[src/hw/rtl/gvms_pkg.sv]
`timescale 1ns / 1ps
// ----------------------------------------------------------------------------
// gvms_pkg
// Shared types and bit positions for the virtual CPU interface maintenance
// status unit.
// ----------------------------------------------------------------------------
package gvms_pkg;

  // Access codes carried by the command field
  typedef enum logic [1:0] {
    CMD_WRITE_LR   = 2'd0,
    CMD_WRITE_HCR  = 2'd1,
    CMD_WRITE_VMCR = 2'd2,
    CMD_READ       = 2'd3
  } cmd_t;

  localparam int unsigned MAX_LISTS  = 16;
  localparam int unsigned IDX_WIDTH  = 4;
  localparam int unsigned CNT_WIDTH  = 5;
  localparam int unsigned DATA_WIDTH = 64;
  localparam int unsigned MISR_WIDTH = 8;

  // List register bit positions
  localparam int unsigned LR_ACTIVE_BIT  = 63;
  localparam int unsigned LR_PENDING_BIT = 62;
  localparam int unsigned LR_HW_BIT      = 61;
  localparam int unsigned LR_EOI_BIT     = 41;

  // HCR bit positions
  localparam int unsigned HCR_UIE_BIT     = 1;
  localparam int unsigned HCR_LRENPIE_BIT = 2;
  localparam int unsigned HCR_NPIE_BIT    = 3;
  localparam int unsigned HCR_G0EIE_BIT   = 4;
  localparam int unsigned HCR_G0DIE_BIT   = 5;
  localparam int unsigned HCR_G1EIE_BIT   = 6;
  localparam int unsigned HCR_G1DIE_BIT   = 7;
  localparam int unsigned HCR_EOICNT_LSB  = 27;
  localparam int unsigned HCR_EOICNT_MSB  = 31;

  // VMCR bit positions
  localparam int unsigned VMCR_ENG0_BIT = 0;
  localparam int unsigned VMCR_ENG1_BIT = 1;

  // MISR bit positions
  localparam int unsigned MISR_EOI   = 0;
  localparam int unsigned MISR_U     = 1;
  localparam int unsigned MISR_LRENP = 2;
  localparam int unsigned MISR_NP    = 3;
  localparam int unsigned MISR_G0E   = 4;
  localparam int unsigned MISR_G0D   = 5;
  localparam int unsigned MISR_G1E   = 6;
  localparam int unsigned MISR_G1D   = 7;

  localparam logic [CNT_WIDTH-1:0] LISTS_IN_USE_RESET = 5'd16;

  // Controller to datapath commands
  typedef struct packed {
    logic state_write;   // apply the accepted access to the register file
    logic result_load;   // capture the status into the result register
  } dp_cmd_t;

endpackage

[src/hw/rtl/gvms_ctrl.sv]
`timescale 1ns / 1ps
// ----------------------------------------------------------------------------
// gvms_ctrl
// Sequencer for one access: update on accept, then evaluate and hand the
// status to the result register.
// ----------------------------------------------------------------------------
module gvms_ctrl
  import gvms_pkg::*;
(
  input  logic    clk,
  input  logic    rst,
  input  logic    req_valid,
  output logic    req_stall,
  output logic    rsp_valid,
  input  logic    rsp_stall,
  output dp_cmd_t cmd
);

  typedef enum logic {
    ST_IDLE,
    ST_EVAL
  } state_t;

  state_t state;

  assign req_stall       = (state == ST_EVAL);
  assign cmd.state_write = (state == ST_IDLE) && req_valid;
  assign cmd.result_load = (state == ST_EVAL) && (!rsp_valid || !rsp_stall);

  always_ff @(posedge clk) begin
    if (rst) begin
      state     <= ST_IDLE;
      rsp_valid <= 1'b0;
    end else begin
      unique case (state)
        ST_IDLE: begin
          if (req_valid) begin
            state <= ST_EVAL;
          end
        end
        ST_EVAL: begin
          if (cmd.result_load) begin
            state <= ST_IDLE;
          end
        end
        default: state <= ST_IDLE;
      endcase
      // hold the result until the far side takes it
      if (cmd.result_load) begin
        rsp_valid <= 1'b1;
      end else if (!rsp_stall) begin
        rsp_valid <= 1'b0;
      end
    end
  end

  a_one_access_at_a_time: assert property (@(posedge clk) disable iff (rst)
    (req_valid && !req_stall) |=> req_stall)
    else $error("second access accepted while one is in flight");

  a_load_into_free_slot: assert property (@(posedge clk) disable iff (rst)
    cmd.result_load |-> (!rsp_valid || !rsp_stall))
    else $error("result register overwritten while stalled");

  a_load_shows_result: assert property (@(posedge clk) disable iff (rst)
    cmd.result_load |=> rsp_valid)
    else $error("loaded result not presented");

  a_taken_result_drops: assert property (@(posedge clk) disable iff (rst)
    (rsp_valid && !rsp_stall && !cmd.result_load) |=> !rsp_valid)
    else $error("result repeated after transfer");

endmodule

[src/hw/rtl/gvms_datapath.sv]
`timescale 1ns / 1ps
// ----------------------------------------------------------------------------
// gvms_datapath
// List register flags, HCR and VMCR fields, status evaluation and the
// result register.
// ----------------------------------------------------------------------------
module gvms_datapath
  import gvms_pkg::*;
#(
  parameter int unsigned NUM_LISTS = 16
) (
  input  logic                   clk,
  input  logic                   rst,
  input  dp_cmd_t                cmd,
  input  logic [1:0]             command,
  input  logic [IDX_WIDTH-1:0]   list_index,
  input  logic [DATA_WIDTH-1:0]  write_data,
  input  logic                   cfg_write_enable,
  input  logic [CNT_WIDTH-1:0]   cfg_write_data,
  output logic [MAX_LISTS-1:0]   eoi_status,
  output logic [MAX_LISTS-1:0]   empty_status,
  output logic [MISR_WIDTH-1:0]  maintenance_status
);

  // Only the state, HW and EOI bits of a list register reach the status,
  // so keep those: {active, pending, hw, eoi}
  typedef struct packed {
    logic active;
    logic pending;
    logic hw;
    logic eoi;
  } lr_flags_t;

  lr_flags_t               lr_flags [NUM_LISTS];
  logic [CNT_WIDTH-1:0]    lists_in_use;
  logic [6:0]              hcr_enables;   // HCR bits 7..1
  logic [4:0]              hcr_eoi_count;
  logic [1:0]              vmcr_eng;

  logic [MAX_LISTS-1:0]    eoi_vec;
  logic [MAX_LISTS-1:0]    empty_vec;
  logic [MAX_LISTS-1:0]    used_vec;
  logic [MAX_LISTS-1:0]    pend_vec;
  logic                    at_most_one;
  logic [MISR_WIDTH-1:0]   misr;
  cmd_t                    op;

  assign op = cmd_t'(command);

  always_ff @(posedge clk) begin
    if (rst) begin
      lists_in_use <= LISTS_IN_USE_RESET;
    end else if (cfg_write_enable) begin
      lists_in_use <= cfg_write_data;
    end
  end

  always_ff @(posedge clk) begin
    if (rst) begin
      hcr_enables   <= '0;
      hcr_eoi_count <= '0;
      vmcr_eng      <= '0;
    end else if (cmd.state_write) begin
      if (op == CMD_WRITE_HCR) begin
        hcr_enables   <= write_data[HCR_G1DIE_BIT:HCR_UIE_BIT];
        hcr_eoi_count <= write_data[HCR_EOICNT_MSB:HCR_EOICNT_LSB];
      end
      if (op == CMD_WRITE_VMCR) begin
        vmcr_eng <= write_data[VMCR_ENG1_BIT:VMCR_ENG0_BIT];
      end
    end
  end

  for (genvar i = 0; i < MAX_LISTS; i++) begin : g_lr
    if (i < NUM_LISTS) begin : g_impl
      logic scanned;

      always_ff @(posedge clk) begin
        if (rst) begin
          lr_flags[i] <= '0;
        end else if (cmd.state_write && (op == CMD_WRITE_LR) &&
                     (list_index == IDX_WIDTH'(i))) begin
          lr_flags[i] <= '{active:  write_data[LR_ACTIVE_BIT],
                           pending: write_data[LR_PENDING_BIT],
                           hw:      write_data[LR_HW_BIT],
                           eoi:     write_data[LR_EOI_BIT]};
        end
      end

      assign scanned      = (CNT_WIDTH'(i) < lists_in_use);
      assign empty_vec[i] = scanned && !lr_flags[i].active && !lr_flags[i].pending;
      assign eoi_vec[i]   = empty_vec[i] && !lr_flags[i].hw && lr_flags[i].eoi;
      assign used_vec[i]  = scanned && (lr_flags[i].active || lr_flags[i].pending);
      assign pend_vec[i]  = scanned && lr_flags[i].pending;
    end else begin : g_absent
      assign empty_vec[i] = 1'b0;
      assign eoi_vec[i]   = 1'b0;
      assign used_vec[i]  = 1'b0;
      assign pend_vec[i]  = 1'b0;
    end
  end

  // clearing the lowest set bit leaves nothing when at most one is set
  assign at_most_one = ((used_vec & (used_vec - MAX_LISTS'(1))) == '0);

  always_comb begin
    misr             = '0;
    misr[MISR_EOI]   = |eoi_vec;
    misr[MISR_U]     = hcr_enables[HCR_UIE_BIT-1] && at_most_one;
    misr[MISR_LRENP] = hcr_enables[HCR_LRENPIE_BIT-1] && (hcr_eoi_count != '0);
    misr[MISR_NP]    = hcr_enables[HCR_NPIE_BIT-1] && !(|pend_vec);
    misr[MISR_G0E]   = hcr_enables[HCR_G0EIE_BIT-1] && vmcr_eng[VMCR_ENG0_BIT];
    misr[MISR_G0D]   = hcr_enables[HCR_G0DIE_BIT-1] && !vmcr_eng[VMCR_ENG0_BIT];
    misr[MISR_G1E]   = hcr_enables[HCR_G1EIE_BIT-1] && vmcr_eng[VMCR_ENG1_BIT];
    misr[MISR_G1D]   = hcr_enables[HCR_G1DIE_BIT-1] && !vmcr_eng[VMCR_ENG1_BIT];
  end

  always_ff @(posedge clk) begin
    if (cmd.result_load) begin
      eoi_status         <= eoi_vec;
      empty_status       <= empty_vec;
      maintenance_status <= misr;
    end
  end

endmodule

[src/hw/rtl/gic_virtual_maintenance_status_unit.sv]
`timescale 1ns / 1ps
// ----------------------------------------------------------------------------
// gic_virtual_maintenance_status_unit
// GICv3 virtual CPU interface list registers, HCR and VMCR with EISR, ELRSR
// and MISR status returned on every access.
// ----------------------------------------------------------------------------
// Each request transfer either writes one list register, writes HCR, writes
// VMCR, or only reads; it always yields exactly one response transfer with
// EISR (eoi_status), ELRSR (empty_status) and MISR (maintenance_status) as
// they stand after the write. The register file is updated at the accepting
// edge; the status of the first lists_in_use list registers (capped at
// NUM_LISTS) is then evaluated and loaded into the result register once
// that register is free. The result register is the only buffer: a new
// request is taken while an old result waits, but its evaluation waits for
// that result to be transferred, so rsp_stall holds it in evaluation. List
// register writes with list_index at or above NUM_LISTS are dropped; HCR
// keeps bits 7..1 and 31..27 of write_data and VMCR keeps bits 1..0.
// Write lists_in_use only while no access is outstanding. No clearing pass
// follows reset: all but the result register are reset in the reset cycle.
// ----------------------------------------------------------------------------
module gic_virtual_maintenance_status_unit
  import gvms_pkg::*;
#(
  parameter int unsigned NUM_LISTS = 16
) (
  input  logic                  clk,
  input  logic                  rst,
  // request channel
  input  logic                  req_valid,
  output logic                  req_stall,
  input  logic [1:0]            command,
  input  logic [IDX_WIDTH-1:0]  list_index,
  input  logic [DATA_WIDTH-1:0] write_data,
  // response channel
  output logic                  rsp_valid,
  input  logic                  rsp_stall,
  output logic [MAX_LISTS-1:0]  eoi_status,
  output logic [MAX_LISTS-1:0]  empty_status,
  output logic [MISR_WIDTH-1:0] maintenance_status,
  // lists_in_use register
  input  logic                  cfg_write_enable,
  input  logic [CNT_WIDTH-1:0]  cfg_write_data
);

  dp_cmd_t dp_cmd;

  // Sequence the access: accept, evaluate, hand over
  gvms_ctrl u_ctrl (
    .clk       (clk),
    .rst       (rst),
    .req_valid (req_valid),
    .req_stall (req_stall),
    .rsp_valid (rsp_valid),
    .rsp_stall (rsp_stall),
    .cmd       (dp_cmd)
  );

  // Hold the register file and build the status bitmaps
  gvms_datapath #(
    .NUM_LISTS (NUM_LISTS)
  ) u_datapath (
    .clk                (clk),
    .rst                (rst),
    .cmd                (dp_cmd),
    .command            (command),
    .list_index         (list_index),
    .write_data         (write_data),
    .cfg_write_enable   (cfg_write_enable),
    .cfg_write_data     (cfg_write_data),
    .eoi_status         (eoi_status),
    .empty_status       (empty_status),
    .maintenance_status (maintenance_status)
  );

endmodule
[config.mk]
export PLATFORM = sky130hd
export DESIGN_NAME = gic_virtual_maintenance_status_unit
export DESIGN_NICKNAME = d
export VERILOG_FILES = /design/src/hw/rtl/gvms_pkg.sv /design/src/hw/rtl/gvms_ctrl.sv /design/src/hw/rtl/gvms_datapath.sv /design/src/hw/rtl/gic_virtual_maintenance_status_unit.sv
export SDC_FILE = /design/constraint.sdc
export NUM_CORES = 1
export LEC_CHECK = 0
export BUFFER_PORTS_ARGS = -buffer_cell sky130_fd_sc_hd__buf_4
export CORE_MARGIN = 1.5
export CORE_UTILIZATION = 58
export CTS_CLUSTER_DIAMETER = 60
export DETAILED_ROUTE_END_ITERATION = 12
export GPL_TIMING_DRIVEN = 1
export PLACE_DENSITY_LB_ADDON = 0.12
export SLEW_MARGIN = 40
export SYNTH_ARGS = -nofsm -noshare
export SYNTH_HDL_FRONTEND = slang
export SYNTH_HIERARCHICAL = 1
export SYNTH_SLANG_ARGS = --single-unit
export TNS_END_PERCENT = 100
[constraint.sdc]
create_clock -name clk -period 6.65 [get_ports clk]
set_input_delay 0.9975 -clock clk [delete_from_list [all_inputs] [get_ports clk]]
set_output_delay 0.9975 -clock clk [all_outputs]
set_load 0.01 [all_outputs]
==> results of run 1 <==
layer usage:
metal / global-route usage / wire length (µm) / vias up
li1: - / - / 1922
met1: 0.348 / 5340 / 1942
met2: 0.421 / 6090 / 196
met3: 0.0555 / 977 / 31
met4: 0.128 / 416 / 0
met5: 0 / 0 / -
sequential cells by signal, summed over array words and instances (netlist names), 2 cells and up:
signal,flops
u_datapath/eoi_status,16
u_datapath/lists_in_use,5
u_datapath/maintenance_status,8
u_datapath/hcr_enables,7
u_datapath/vmcr_eng,2
u_datapath/empty_status,16
u_datapath/hcr_eoi_count,5
u_datapath/lr_flags,64
cell usage in the layout, fill, tap and decap left out, drive strengths merged, types with 5 or more instances in the layout:
cell type / instances
edfxtp: 104
nor3: 24
dfxtp: 21
and2: 5
nor2b: 5
nand2: 52
bufinv: 6
inv: 16
a21oi: 27
and3: 66
clkbuf: 17
mux2i: 6
o21ai: 17
buf: 78
nor2: 42
and3b: 16
final cells by class:
cell class,count,area (µm²)
Clock buffer,17,414
Clock inverter,14,255
Fill cell,643,2400
Inverter,9,33.8
Multi-Input combinational cell,317,1890
Sequential cell,125,3550
Tap cell,129,161
Timing Repair Buffer,78,586
Yosys cell counts (4+ instances only):
| master | count |
|---|---|
| a21oi_1 | 25 |
| nor3_1 | 24 |
| and3_1 | 66 |
| o21ai_0 | 15 |
| nor2b_1 | 5 |
| and3b_1 | 16 |
| o22ai_1 | 4 |
| inv_1 | 8 |
| nand2_1 | 52 |
| clkbuf_1 | 26 |
| edfxtp_1 | 104 |
| mux2i_1 | 6 |
| nor2_1 | 42 |
| dfxtp_1 | 21 |
| and2_1 | 5 |
power groups by stage:
stage | Sequential [W] | Combinational [W] | Clock (W)
after global routing | 0.000911 | 0.000160 | 0.00109
after floorplan | 0.000917 | 0.0000840 | 0
final | 0.000907 | 0.000147 | 0.00104
after CTS | 0.000907 | 0.000146 | 0.00105
after global placement | 0.000921 | 0.000142 | 0
after detailed placement | 0.000922 | 0.000145 | 0
cell families after synthesis:
group,synth area share
flip-flops,0.636
AO/OA/AOI/OAI,0.0949
multiplexers,0.0108
adder cells (fa/ha/maj),0.00180
buffers and inverters,0.0289
AND/OR/NAND/NOR,0.228
worst reg2reg max path, delay by kind of cell (launching register included):
family	cells	cell delay, ns
flip-flops	1	0.56
AND/OR/NAND/NOR	6	2.04
final timing paths:
check	endpoint	slack, ns	startpoint
min	u_datapath/hcr_enables[3]$_SDFFE_PP0P_	0.45	u_datapath/hcr_enables[3]$_SDFFE_PP0P_
min reg2reg	u_datapath/hcr_enables[3]$_SDFFE_PP0P_	0.45	u_datapath/hcr_enables[3]$_SDFFE_PP0P_
max	u_datapath/maintenance_status[0]$_DFFE_PP_	3.77	u_datapath/lists_in_use[3]$_SDFFE_PP0P_
max reg2reg	u_datapath/maintenance_status[0]$_DFFE_PP_	3.77	u_datapath/lists_in_use[3]$_SDFFE_PP0P_
metrics by stage:
stage	hold slack [ns]	power (W)
after floorplan	0.431	0.00100
after global placement	0.438	0.00106
after detailed placement	0.446	0.00107
after CTS	0.458	0.00210
after global routing	0.474	0.00216
final	0.455	0.00209
==> impl_metrics.tcl, run 1 <==
set metrics [dict create \
    status "complete, no violations" \
    hp-class "reg2reg" \
    ant_nets 0 \
    cts_resized 0 \
    drt_wl_total_mm 12.8 \
    htree_num_levels 4 \
    syn-num-nets 562 \
    ctsHoldBuffers 0 \
    cts_sinks 125 \
    die_h_um 101 \
    diodes 0 \
    fin_ws_ns 3.77 \
    grt_pass1_wl_mm 19.6 \
    dp_hpwl_mm 8.65 \
    ios 122 \
    synth_area_leader_cell "edfxtp_1" \
    vdd_ir_drop_max_mv 0.143 \
    reg2regPathDepth 6 \
    grt_max_degree 41 \
    final_util 0.742 \
    start_util 0.601 \
    cts_buffers 17 \
    drtPass1Iterations 5 \
    holdPathStages 2 \
    syn_area_per_cell_um2 11.6 \
    post_cts_buffers 0 \
    synth_area_leaders "edfxtp_1 56%, dfxtp_1 7.5%, and3_1 7.4%" \
    cts.path.max_buffers 2 \
    path_buf_inv 0 \
    synthCells 482 \
    ys_seq_area_frac 0.636 \
    pwr-share-comb 0.070 \
    worstPathMaxFanout 20 \
    overflow 0 \
    fp.dieW_um 101 \
    setup_viol 0 \
    fin_nets 628 \
    layoutNonFillerInstCount 689 \
    place_congestion 0.920 \
    min_period_ns 2.88 \
    core_area_mm2 0.00928 \
    postPlaceCellArea_mm2 0.00621 \
    numPlacedInstances 658 \
    cts_tree "done" \
    num_vias 4091 \
    synth_top_area_frac 0.560 \
    synth-async-reset-ratio 0 \
    period_share 0.432 \
    worstPathRequired_ns 6.88 \
    cpMaxStageDelayCell "dfxtp_1" \
    p_sw_frac 0.220 \
    critPathArrivalTime_ns 3.11 \
    dieArea_mm2 0.0102 \
    p_int_w 0.00163 \
    crit_family "simple AND/OR/NAND/NOR gates" \
    startpoint_type "flop" \
    cap_violations 0 \
    yosys_warnings 6 \
    endpoint_kind "flop" \
    p_seq_frac 0.433 \
    synth.cell_area_mm2 0.00558 \
    dp_slack_ns 3.50 \
    drive_gt1_frac 0.234 \
    synthFlopType "edfxtp_1" \
    fin_tns_setup_ns 0 \
    max_stage_delay_ns 0.56 \
    vias_per_cell 5.94 \
    p_leak_nw 2.87 \
    grt_use_total 0.265 \
    path_common_cell "nor3_1" \
    cp.depth 6 \
    clkLatencyLatePin_ns 0.52 \
    power_per_cell_area_mw_per_mm2 304 \
    max_freq_ghz 0.348 \
    rsz0062_at_grt "false" \
    design_area_mm2 0.00689 \
    pwr-share-clk 0.497 \
    finalClockSkew_ns 0.00840 \
    cts.clk_slew.worst_paths_ns 0.06 \
    numPortBuffers 74 \
    crit_type "reg2reg" \
    areaGrowthSynthToFinish_pct 23.5 \
    cts-root-buf "clkbuf_8" \
    max_slew.worst_pin.slew_ns 0.844 \
    drc 0 \
    routedWlPerCell_um 18.6 \
    ys_ff_latch 125 \
    finalHoldViolCount 0 \
    slew_headroom 0.437 \
    synth_edf_count 104 \
    synth.distinct_cells 56 \
    rows 35 \
    drt_iter0_markers 229 \
    grt_pass1_vias 3888 \
    crit_chain "nor2_1 -> nor3_1 -> and3b_1 -> nor3_1 -> nor4b_1 -> nand4_1" \
    slew_violations 0 \
    antenna_found_initial 0 \
    power.switching_w 0.000460 \
]
Power figures use the tool's default switching activity.
==> inputs of run 2 (changes only) <==
Settings changed: CORE_UTILIZATION 58 to 49.
Clock period 6.65 ns to 2.6 ns, I/O delays scaled along.
==> run 2 against run 1 <==
  * Sequential share of layout area fell by 0.41 points
  * Sequential power rose to 2.5 times the previous value
  * Critical path depth rose by 1
  * Worst setup slack lost 3.6 ns
  * Highest routed layer unchanged
  * Via count increased by 1.1%
  * Total power is 130% higher
  * Core utilization down 11 points
  * Die area up 18%
  * Critical path type unchanged
  * Flip-flop and latch count unchanged
  * Largest power group is now registers
==> impl_metrics.tcl, run 2 (same netlist as run 1, synthesis figures left out) <==
set metrics [dict create \
    critPathArrivalTime_ns 2.65 \
    routedWlPerCell_um 18.4 \
    diodes 0 \
    multi_input_area_mm2 0.00189 \
    min_period_ns 2.40 \
    cts_tree "done" \
    ant_nets 0 \
    status "complete, no violations" \
    hold_ws_ns 0.221 \
    dieArea_mm2 0.0120 \
    fin_nets 651 \
    dp_slack_ns 0.225 \
    areaGrowthSynthToFinish_pct 24.4 \
    pwr-share-clk 0.440 \
    layout_common_cells "104 x edfxtp_1, 101 x buf_4, 66 x and3_1" \
    cts.path.max_buffers 2 \
    p_sw_frac 0.219 \
    worstPathMaxFanout 11 \
    finalClockSkew_ns 0.00658 \
    grt_use_total 0.234 \
    hp-class "in2reg" \
    seq_area_mm2 0.00354 \
    crit_type "reg2reg" \
    startpoint_type "flop" \
    worstPathRequired_ns 2.85 \
    cts.clk_slew.worst_paths_ns 0.05 \
    slew_violations 0 \
    finalHoldViolCount 0 \
    start_util 0.508 \
    endpoint_kind "flop" \
    drc 0 \
    ctsHoldBuffers 0 \
    vdd_ir_drop_max_mv 0.549 \
    setup_viol 0 \
    htree_num_levels 4 \
    largest_register "u_datapath/lr_flags" \
    largest_reg_flops 64 \
    dp_hpwl_mm 9.24 \
    final_common_cell "edfxtp_1" \
    die_h_um 110 \
    drt_wl_total_mm 13.3 \
    post_cts_buffers 0 \
    max_freq_ghz 0.416 \
    power.switching_w 0.00107 \
    rsz0062_at_grt "false" \
    p_seq_frac 0.473 \
    fp.dieW_um 110 \
    fin_ws_ns 0.198 \
    grt_pass1_wl_mm 20.4 \
    top_layer "met4" \
    grt_pass1_vias 3918 \
    top_regs "u_datapath/lr_flags (64), u_datapath/empty_status (16), u_datapath/eoi_status (16)" \
    clkLatencyLatePin_ns 0.41 \
    p_leak_nw 2.92 \
    power_per_cell_area_mw_per_mm2 703 \
    cap_violations 0 \
    cts_buffers 17 \
    met3_length_um 855 \
    slew_headroom 0.491 \
    drive_gt1_frac 0.247 \
    wl_met1_mm 5.82 \
    numPortBuffers 74 \
    n_fill_cell 880 \
    fin_tns_setup_ns 0 \
    drtPass1Iterations 5 \
    numPlacedInstances 692 \
    max_slew.worst_pin.slew_ns 0.761 \
    drt_iter0_markers 392 \
    ios 122 \
    vias_per_cell 5.72 \
    cts_resized 0 \
    grt_max_degree 41 \
    core_area_mm2 0.0110 \
    rows 38 \
    p_total_w 0.00488 \
    pwr-share-comb 0.087 \
    period_share 0.924 \
    cts-root-buf "clkbuf_16" \
    overflow 0 \
    p_int_w 0.00381 \
    cts_sinks 125 \
    layoutNonFillerInstCount 723 \
    antenna_found_initial 0 \
    num_vias 4134 \
    wl_met2_mm 6.23 \
    place_congestion 0.870 \
]
[run 2: layer usage]
metal,global-route usage,vias to the layer above
li1,-,1966
met5,0,-
met4,0.109,0
met1,0.313,1981
met3,0.0510,25
met2,0.366,162
[run 2: critical path, stage by stage (launching register included)]
cell,delay (ns)
dfxtp_1,0.43
buf_4,0.22
a2111oi_4,0.43
nor2_1,0.19
a2111oi_4,0.26
nor2_1,0.08
or4b_1,0.49
a211oi_2,0.15
[run 2: area by class of cell]
type / count / share of cell area
flip-flops and latches: 125 / 0.511
clock inverters: 11 / 0.0146
repair buffers: 101 / 0.109
inverters: 9 / 0.00487
clock buffers: 20 / 0.0630
multi-input cells: 317 / 0.272
well taps: 140 / 0.0253
[run 2: stage by stage]
stage          utilization  instance area, µm²
6_report             0.631                6940
5_1_grt              0.631                6940
4_1_cts              0.631                6930
3_5_place_dp         0.582                6390
3_3_place_gp         0.582                6390
2_1_floorplan            -                5580
[run 2: path summary, 6_finish.rpt]
path	start	endpoint	slack, ns	cells after the start
worst max-delay path	u_datapath/lists_in_use[1]$_SDFFE_PP0P_	u_datapath/maintenance_status[1]$_DFFE_PP_	0.20	7
worst min-delay path	write_data[0]	u_datapath/vmcr_eng[0]$_SDFFE_PP0P_	0.22	3
worst max register to register	u_datapath/lists_in_use[1]$_SDFFE_PP0P_	u_datapath/maintenance_status[1]$_DFFE_PP_	0.20	7
worst min register to register	u_datapath/hcr_eoi_count[1]$_SDFFE_PP0P_	u_datapath/hcr_eoi_count[1]$_SDFFE_PP0P_	0.45	2
[run 2: power by group through the flow]
stage                     sequential [W]  clock (W)  combinational, W
after floorplan                  0.00234          0          0.000215
after global placement           0.00234          0          0.000413
after detailed placement         0.00234          0          0.000420
after CTS                        0.00230    0.00220          0.000422
after global routing             0.00231    0.00228          0.000461
final                            0.00231    0.00215          0.000424
==> inputs of run 3 (changes only) <==
Settings changed: CORE_UTILIZATION 49 to 51, CTS_BUF_LIST from default to sky130_fd_sc_hd__clkbuf_4 sky130_fd_sc_hd__clkbuf_8, RECOVER_POWER from default to 100, SKIP_CTS_REPAIR_TIMING from default to 1.
==> run 3 against run 2 <==
  * Count of clock-buffer cells in the layout decreased by 3
  * Flip-flop and latch count did not move
  * First-iteration DRC count shrank 18%
  * Die area decreased by 3.8%
  * Sequential share of layout area rose by 2.5 points
  * Hold slack worse by 0.047 ns
  * Clock power decreased by 14%
==> impl_metrics.tcl, run 3 (same netlist as run 1, synthesis figures left out) <==
set metrics [dict create \
    largest_reg_flops 64 \
    pwr-share-comb 0.085 \
    ios 122 \
    fp.dieW_um 108 \
    pwr-share-clk 0.408 \
    numPortBuffers 74 \
    num_vias 4089 \
    drc 0 \
    rsz0062_at_grt "false" \
    slew_headroom 0.198 \
    hp-start "cfg_write_data[4]" \
    worstPathRequired_ns 2.78 \
    worstPathMaxFanout 11 \
    drt_wl_total_mm 13.1 \
    grt_max_degree 26 \
    max_slew.worst_pin.slew_ns 1.20 \
    p_int_w 0.00351 \
    finalClockSkew_ns 0.0110 \
    grt_pass1_vias 3949 \
    drt_iter0_markers 323 \
    drtPass1Iterations 5 \
    layout_common_cells "104 x edfxtp_1, 66 x and3_1, 54 x clkbuf_1" \
    start_util 0.533 \
    cts_buffers 17 \
    cap_violations 0 \
    endpoint_kind "flop" \
    die_h_um 108 \
    drive_gt1_frac 0.158 \
    setup_viol 0 \
    seq_area_mm2 0.00354 \
    top_regs "u_datapath/lr_flags (64), u_datapath/empty_status (16), u_datapath/eoi_status (16)" \
    final_util 0.632 \
    min_period_ns 2.43 \
    core_area_mm2 0.0105 \
    cts-root-buf "clkbuf_8" \
    antenna_found_initial 0 \
    status "complete, no violations" \
    p_seq_frac 0.507 \
    period_share 0.936 \
    clkLatencyLatePin_ns 0.45 \
    cts_tree "done" \
    layoutNonFillerInstCount 718 \
    dp_hpwl_mm 9.23 \
    grt_pass1_wl_mm 20.5 \
    dp_slack_ns 0.256 \
    vias_per_cell 5.69 \
    fin_ws_ns 0.166 \
    hp-class "in2reg" \
    cp-startpoint "u_datapath/lists_in_use[3]$_SDFFE_PP0P_" \
    r2r_start "u_datapath/lists_in_use[3]$_SDFFE_PP0P_" \
    areaGrowthSynthToFinish_pct 18.5 \
    cts.path.max_buffers 2 \
    dieArea_mm2 0.0116 \
    startpoint_type "flop" \
    finalHoldViolCount 0 \
    power_per_cell_area_mw_per_mm2 687 \
    rows 37 \
    final_common_cell "edfxtp_1" \
    power.switching_w 0.00103 \
    cts_sinks 125 \
    routedWlPerCell_um 18.3 \
    fin_nets 649 \
    max_freq_ghz 0.411 \
    ant_nets 0 \
    multi_input_area_mm2 0.00188 \
    crit_type "reg2reg" \
    vdd_ir_drop_max_mv 0.455 \
    n_fill_cell 882 \
    grt_use_total 0.243 \
    p_sw_frac 0.226 \
    htree_num_levels 4 \
    fin_tns_setup_ns 0 \
    place_congestion 0.871 \
    critPathArrivalTime_ns 2.62 \
    numPlacedInstances 686 \
    largest_register "u_datapath/lr_flags" \
    cts.clk_slew.worst_paths_ns 0.07 \
    p_leak_nw 2.66 \
    diodes 0 \
    slew_violations 0 \
    overflow 0 \
]
run 3: final timing paths:
check | to | slack, ns | cells after the start
setup / recovery | u_datapath/maintenance_status[1]$_DFFE_PP_ | 0.17 | 7
hold / removal | u_datapath/lists_in_use[4]$_SDFFE_PP1P_ | 0.17 | 3
setup reg to reg | u_datapath/maintenance_status[1]$_DFFE_PP_ | 0.17 | 7
hold reg to reg | u_datapath/hcr_enables[5]$_SDFFE_PP0P_ | 0.46 | 2
run 3: metrics by stage:
step                total power [W]  hold slack (ns)  area (µm²)
detailed placement          0.00277            0.447        6400
floorplan                   0.00256            0.431        5580
global placement            0.00275            0.437        6400
global route                0.00470            0.172        6610
finish                      0.00454            0.174        6610
CTS                         0.00461            0.140        6840
run 3: critical path, stage by stage, from the launching register on:
cell,delay [ns]
dfxtp_1,0.65
clkbuf_1,0.41
a41oi_1,0.28
nor2_1,0.24
maj3_1,0.22
a21oi_1,0.05
o2111ai_1,0.22
a211oi_2,0.11
run 3: routing by layer:
layer	up-vias	global-route usage	share of wire
li1	1966	-	-
met1	1935	0.328	0.43
met2	166	0.374	0.46
met3	22	0.0636	0.079
met4	0	0.101	0.024
met5	-	0	0
run 3: final cells by class:
| cell class | instances | area share |
|---|---|---|
| inverters | 9 | 0.00511 |
| clock inverters | 15 | 0.0305 |
| repair buffers | 99 | 0.0829 |
| well taps | 136 | 0.0258 |
| clock buffers | 17 | 0.0354 |
| multi-input cells | 317 | 0.284 |
| flip-flops and latches | 125 | 0.536 |
run 3: power by group through the flow:
stage                     clock (W)  sequential, W  combinational (W)
after floorplan                   0        0.00234           0.000215
after global placement            0        0.00234           0.000412
after detailed placement          0        0.00235           0.000420
after CTS                   0.00188        0.00230           0.000423
after global routing        0.00196        0.00231           0.000423
final                       0.00185        0.00230           0.000385
